--- src/hdl/spo_pkg.sv ---
package spo_pkg;

  // Default coordinate width; sizes and radii are one bit narrower.
  localparam int COORD_BITS_DEF = 16;

  localparam int OP_BITS = 3;

  // Pair kinds. Codes 5 to 7 carry no meaning and never report an overlap.
  typedef enum logic [OP_BITS-1:0] {
    OP_CIRCLE_CIRCLE = 3'd0,
    OP_BOX_BOX       = 3'd1,
    OP_CIRCLE_BOX    = 3'd2,
    OP_CIRCLE_POINT  = 3'd3,
    OP_BOX_POINT     = 3'd4
  } op_e;

  // Outcomes of the compare-only tests, settled in the first stage.
  typedef struct packed {
    logic box_box;     // strict interval overlap of two boxes
    logic box_point;   // half-open containment of the point
    logic cb_pretest;  // circle bounding box overlaps the box
    logic cb_other;    // centre in box or projecting onto an edge span
  } hit_flags_t;

endpackage

--- src/hdl/spo_prep.sv ---
module spo_prep #(
  parameter int COORD_BITS = spo_pkg::COORD_BITS_DEF
) (
  input  logic                         clk_i,
  input  logic                         rst_ni,
  input  logic                         valid_i,
  output logic                         ready_o,
  input  logic [spo_pkg::OP_BITS-1:0]  op_i,
  input  logic signed [COORD_BITS-1:0] first_x_i,
  input  logic signed [COORD_BITS-1:0] first_y_i,
  input  logic [COORD_BITS-2:0]        first_width_i,
  input  logic [COORD_BITS-2:0]        first_height_i,
  input  logic [COORD_BITS-2:0]        first_radius_i,
  input  logic signed [COORD_BITS-1:0] second_x_i,
  input  logic signed [COORD_BITS-1:0] second_y_i,
  input  logic [COORD_BITS-2:0]        second_width_i,
  input  logic [COORD_BITS-2:0]        second_height_i,
  input  logic [COORD_BITS-2:0]        second_radius_i,
  output logic                         valid_o,
  input  logic                         ready_i,
  output logic [spo_pkg::OP_BITS-1:0]  op_o,
  output logic [COORD_BITS:0]          mag_xl_o,
  output logic [COORD_BITS:0]          mag_xr_o,
  output logic [COORD_BITS:0]          mag_yt_o,
  output logic [COORD_BITS:0]          mag_yb_o,
  output logic [COORD_BITS-1:0]        radius_o,
  output spo_pkg::hit_flags_t          flags_o
);
  import spo_pkg::*;

  // Extended width: holds every sum and difference of a coordinate and sizes.
  localparam int EW = COORD_BITS + 2;
  localparam int MW = COORD_BITS + 1;

  logic signed [EW-1:0] x1, y1, w1, h1, r1, x2, y2, w2, h2;
  logic signed [EW-1:0] dxl, dxr, dyt, dyb;
  logic [MW-1:0]        mxl, mxr, myt, myb;
  logic [COORD_BITS-1:0] radius;
  hit_flags_t           flags;

  logic                 valid_q;
  logic [OP_BITS-1:0]   op_q;
  logic [MW-1:0]        mxl_q, mxr_q, myt_q, myb_q;
  logic [COORD_BITS-1:0] radius_q;
  hit_flags_t           flags_q;

  // Widen all fields so no sum or difference can wrap.
  assign x1 = EW'(first_x_i);
  assign y1 = EW'(first_y_i);
  assign x2 = EW'(second_x_i);
  assign y2 = EW'(second_y_i);
  assign w1 = signed'(EW'(first_width_i));
  assign h1 = signed'(EW'(first_height_i));
  assign r1 = signed'(EW'(first_radius_i));
  assign w2 = signed'(EW'(second_width_i));
  assign h2 = signed'(EW'(second_height_i));

  // Offsets from the first centre to the second box's edges (also the plain
  // centre-to-centre or centre-to-point distance on the left and top terms).
  assign dxl = x1 - x2;
  assign dxr = x1 - x2 - w2;
  assign dyt = y1 - y2;
  assign dyb = y1 - y2 - h2;

  assign mxl = MW'(dxl < 0 ? -dxl : dxl);
  assign mxr = MW'(dxr < 0 ? -dxr : dxr);
  assign myt = MW'(dyt < 0 ? -dyt : dyt);
  assign myb = MW'(dyb < 0 ? -dyb : dyb);

  // Circle-circle compares against the radius sum, the others against r1.
  assign radius = (op_i == OP_CIRCLE_CIRCLE)
                  ? COORD_BITS'({1'b0, first_radius_i} + {1'b0, second_radius_i})
                  : COORD_BITS'(first_radius_i);

  // Compare-only tests.
  always_comb begin
    flags.box_box = !(x2 >= x1 + w1 || x2 + w2 <= x1 || y2 >= y1 + h1 || y2 + h2 <= y1);
    flags.box_point = (x2 >= x1) && (x2 < x1 + w1) && (y2 >= y1) && (y2 < y1 + h1);
    flags.cb_pretest = !(x1 - r1 >= x2 + w2 || x1 + r1 <= x2 ||
                         y1 - r1 >= y2 + h2 || y1 + r1 <= y2);
    flags.cb_other = ((x1 >= x2) && (x1 < x2 + w2) && (y1 >= y2) && (y1 < y2 + h2)) ||
                     (h2 == 0) || ((y2 <= y1) && (y1 <= y2 + h2)) ||
                     (w2 == 0) || ((x2 <= x1) && (x1 <= x2 + w2));
  end

  assign ready_o = !valid_q || ready_i;

  // Stage valid bit.
  always_ff @(posedge clk_i or negedge rst_ni) begin
    if (!rst_ni) begin
      valid_q <= 1'b0;
    end else if (ready_o) begin
      valid_q <= valid_i;
    end
  end

  // Stage payload, loaded on every transfer in.
  always_ff @(posedge clk_i) begin
    if (valid_i && ready_o) begin
      op_q     <= op_i;
      mxl_q    <= mxl;
      mxr_q    <= mxr;
      myt_q    <= myt;
      myb_q    <= myb;
      radius_q <= radius;
      flags_q  <= flags;
    end
  end

  assign valid_o  = valid_q;
  assign op_o     = op_q;
  assign mag_xl_o = mxl_q;
  assign mag_xr_o = mxr_q;
  assign mag_yt_o = myt_q;
  assign mag_yb_o = myb_q;
  assign radius_o = radius_q;
  assign flags_o  = flags_q;
endmodule

--- config.mk ---
export PLATFORM = sky130hd
export DESIGN_NAME = spo_prep
export DESIGN_NICKNAME = d
export VERILOG_FILES = /design/src/hdl/spo_pkg.sv /design/src/hdl/spo_prep.sv
export SDC_FILE = /design/constraint.sdc
export NUM_CORES = 1
export LEC_CHECK = 0
export ABC_AREA = 1
export BUFFER_PORTS_ARGS = -buffer_cell sky130_fd_sc_hd__buf_2
export CAP_MARGIN = 20
export CORE_MARGIN = 10
export CORE_UTILIZATION = 50
export CTS_BUF_LIST = sky130_fd_sc_hd__clkbuf_8
export DETAILED_ROUTE_END_ITERATION = 12
export HOLD_SLACK_MARGIN = 0.15
export PLACE_DENSITY_LB_ADDON = 0.12
export SLEW_MARGIN = 10
export SYNTH_ARGS = -nofsm -noshare
export SYNTH_HDL_FRONTEND = slang
export SYNTH_SLANG_ARGS = --single-unit
export TNS_END_PERCENT = 30
--- constraint.sdc ---
create_clock -name clk_i -period 6.6 [get_ports clk_i]
set_input_delay 0.66 -clock clk_i [delete_from_list [all_inputs] [get_ports clk_i]]
set_output_delay 0.66 -clock clk_i [all_outputs]
set_load 0.02 [all_outputs]
==> summary.md <==
| Metric | Value |
|---|---|
| Status | completed |
| Unique masters post-synth | 64 |
| Setup repair bufs after CTS | 0 |
| Reg2reg setup slack | 4920 ps |
| Total number of vias | 18000 |
| Area of the core | 0.0348 mm² |
| I/O pins | 254 |
| Critical path type | input port to flip-flop |
| Async SR Flop Fraction | 1.09% |
| TritonRoute pass-1 iters | 5 |
| Pins Over Slew Limit | 0 |
| Post-route ant nets | 0 |
| Worst-margin pin slew | 882 ps |
| Largest net degree at the start of global routing | 92 |
| Layout Skew | 27.8 ps |
| Die area | 0.0435 mm² |
| Post-cts sizing count | 0 |
| Critical Path Source | first_radius_i[3] |
| Clk root buf | clkbuf_8 |
| Final min period | 4360 ps |
| Initial DRC count | 1299 |
| Register area | 0.00276 mm² |
| Relative slew margins | 41.2% |
| Synthesized Nets | 3067 |
| Highest clock rate | 0.229 GHz |
| Worst reg2reg path endpoint | flags_o[1] |
| Final setup fails | 0 |
| First-pass GRT wire length | 93900 µm |
| Synthesized area per cell | 6.95 µm² |
| Tot GR Track Use | 26.9% |
| Starting utilization of the core area | 51.1% |
| Post-layout nets | 3313 |
| Critical Path End Type | flip-flop |
| GPL Wtd Cong | 1.01 |
| Max-Cap Viols | 0 |
| Antenna violations before repair | 7 |
| Setup ws final | 2240 ps |
| Fin area | 0.0198 mm² |
| FP Rows | 68 |
| Sinks on Clock Net | 92 |
| Cts hold-fix bufs | 1 |
| Clock slew at reported path FFs | 110 ps |
| CP Data Arrival Time | 4660 ps |
| Crit path max fanout | 6 |
| Worst setup SP type | input port |
| Area Overhead vs Synth | 11.2% |
| Clk buf depth | 2 |
| RSZ-0062 raised after global routing | no |
| DP Worst Slack | 1880 ps |
| # DRC | 0 |
| Gate Count Post-Synth | 2556 |
| Post-synth EDFFs | 91 |
| Critical path destination | flags_o[1] |
| Buffers on Ports | 253 |
| Cts bufs inserted | 9 |
| PwrDens | 204 mW/mm² |
| Worst Reg2Reg Path Length in Cells | 2 |
| Max rail drop VDD | 0.194 mV |
| #FFs+latches synth | 92 |
| Dpl cell area | 0.0195 mm² |
| Post-synth top flop | edfxtp_1 |
| H-tree depth | 3 |
| Vias in the first global route | 17900 |
| Setup tns final | 0 ps |
| Worst r2r src | valid_o |
| DRT Wirelength | 60700 µm |
| DIE WIDTH | 209 µm |
| Ys Warns | 0 |
| Hold/Removal Path Class | input port to flip-flop |
| Filler instances | 3529 |
| Grt ovf | 0 |
| Wire per inst | 18.6 µm |
| Clock latency on the worst-skew pair | 450 ps |
| Register area share after synthesis | 15.5% |
| CTS tree | done |
| Multi-input gate area | 0.0135 mm² |
| Synthesized cell area | 0.0178 mm² |
| Critical Path RT | 6900 ps |
| Leak Pwr | 0.0105 µW |
| DP Wirelength | 52800 µm |
| Crit share post-route | 66.1% |
| Hold Fails Final Rpt | 0 |
| Layout cells sized above 1 | 11.8% |
| Vias per cell | 5.52 |
| Chip height | 209 µm |
[stage by stage]
| stage | hold slack (ps) | power, µW | std cells | utilization (%) |
|---|---|---|---|---|
| 2_1_floorplan | 364 | 2870 | 2556 | - |
| 3_3_place_gp | 436 | 3550 | 3245 | 56.1 |
| 3_5_place_dp | 438 | 3600 | 3245 | 56.1 |
| 4_1_cts | 389 | 4030 | 3262 | 56.7 |
| 5_1_grt | 406 | 4410 | 3267 | 56.8 |
| 6_report | 419 | 4030 | 3267 | 56.8 |
[worst max-delay path, cell delays in order]
cell and delay (ps):
buf_2 180, inv_1 160, ha_1 390, inv_1 180
nand3_1 90, nand2_1 150, nand2_1 70, nand2_1 60
a21oi_1 80, o21ai_0 370, a21oi_1 120, o21ai_0 230
xor2_1 170, inv_1 80, ha_1 300, a21oi_1 140
o21ai_0 80, a221oi_1 460, nand3_1 160, o21ai_0 270
nand3_1 120, nor2_1 120
[worst min-delay path by stage]
stage               depth (start not counted)  slack (ps)  startpoint      end
floorplan                                   0         360      rst_ni  valid_o
global placement                            1         440      rst_ni  valid_o
detailed placement                          1         440      rst_ni  valid_o
CTS                                         1         390     op_i[2]  op_o[2]
global route                                1         410     op_i[0]  op_o[0]
finish                                      1         420     op_i[2]  op_o[2]
[sequential cells by signal, summed over array words and instances (netlist names)]
| register | count |
|---|---|
| flags_o | 4 |
| mag_xl_o | 17 |
| mag_xr_o | 17 |
| mag_yb_o | 17 |
| mag_yt_o | 17 |
| op_o | 3 |
| radius_o | 16 |
| valid_o | 1 |
[cell type report]
type,instances,area share [%]
clock buffer,9,0.627
timing repair buffer,256,6.55
inverter,387,7.35
clock inverter,7,0.412
multi-input combinational,2056,68.2
tap,455,2.88
antenna,5,0.0633
sequential,92,14.0
[power by group]
group          leakage, µW  internal (µW)  switching (µW)
combinational      0.00949            959            1810
clock             0.000103            151             269
sequential        0.000883            818            26.4
total               0.0105           1930            2100
[kinds of logic after synthesis]
logic type                 synth area share, %
DFF                                       15.5
xor gates and xnor gates                  10.2
AOI/OAI and AO/OA                         14.5
buffers and inverters                     8.80
and+or+nand+nor                           25.8
adders and majority gates                 25.2
[Yosys cell counts, types with 15 or more instances]
cell type	n	area share [%]
inv_1	378	8.0
nand3_1	141	4.0
nor3_1	45	1.3
nor4_1	22	0.77
xor2_1	144	7.1
xnor2_1	42	2.1
ha_1	337	24
edfxtp_1	91	15
nand2_1	550	12
nand4_1	44	1.5
a21o_1	16	0.68
o21bai_1	15	0.63
a21oi_1	229	6.4
nor2_1	192	4.1
o21ai_0	114	3.2
[cells in the final DEF, fill, tap and decap left out, types with 11 or more instances in the layout]
| cell | n |
|---|---|
| o31ai_1 | 13 |
| ha_1 | 337 |
| a21oi_1 | 228 |
| fa_1 | 13 |
| nor2_1 | 192 |
| nor4_1 | 22 |
| nor3_1 | 44 |
| o21ai_0 | 114 |
| nand2_2 | 12 |
| nand3_1 | 141 |
| nand2_1 | 550 |
| edfxtp_1 | 91 |
| nand4_1 | 44 |
| buf_2 | 253 |
| a31oi_1 | 13 |
| o21bai_1 | 15 |
| a21o_1 | 16 |
| o21ai_1 | 11 |
| xor2_1 | 144 |
| xnor2_1 | 42 |
| nand3b_1 | 13 |
| inv_1 | 378 |
[metal layers]
layer	up-vias	global-route usage [%]	wire length, µm
met5	-	0	23
met4	4	10.8	2220
met3	98	4.34	3610
met2	560	45.4	28100
met1	8250	33.4	26800
li1	9114	-	-
Power figures use the tool's default switching activity.
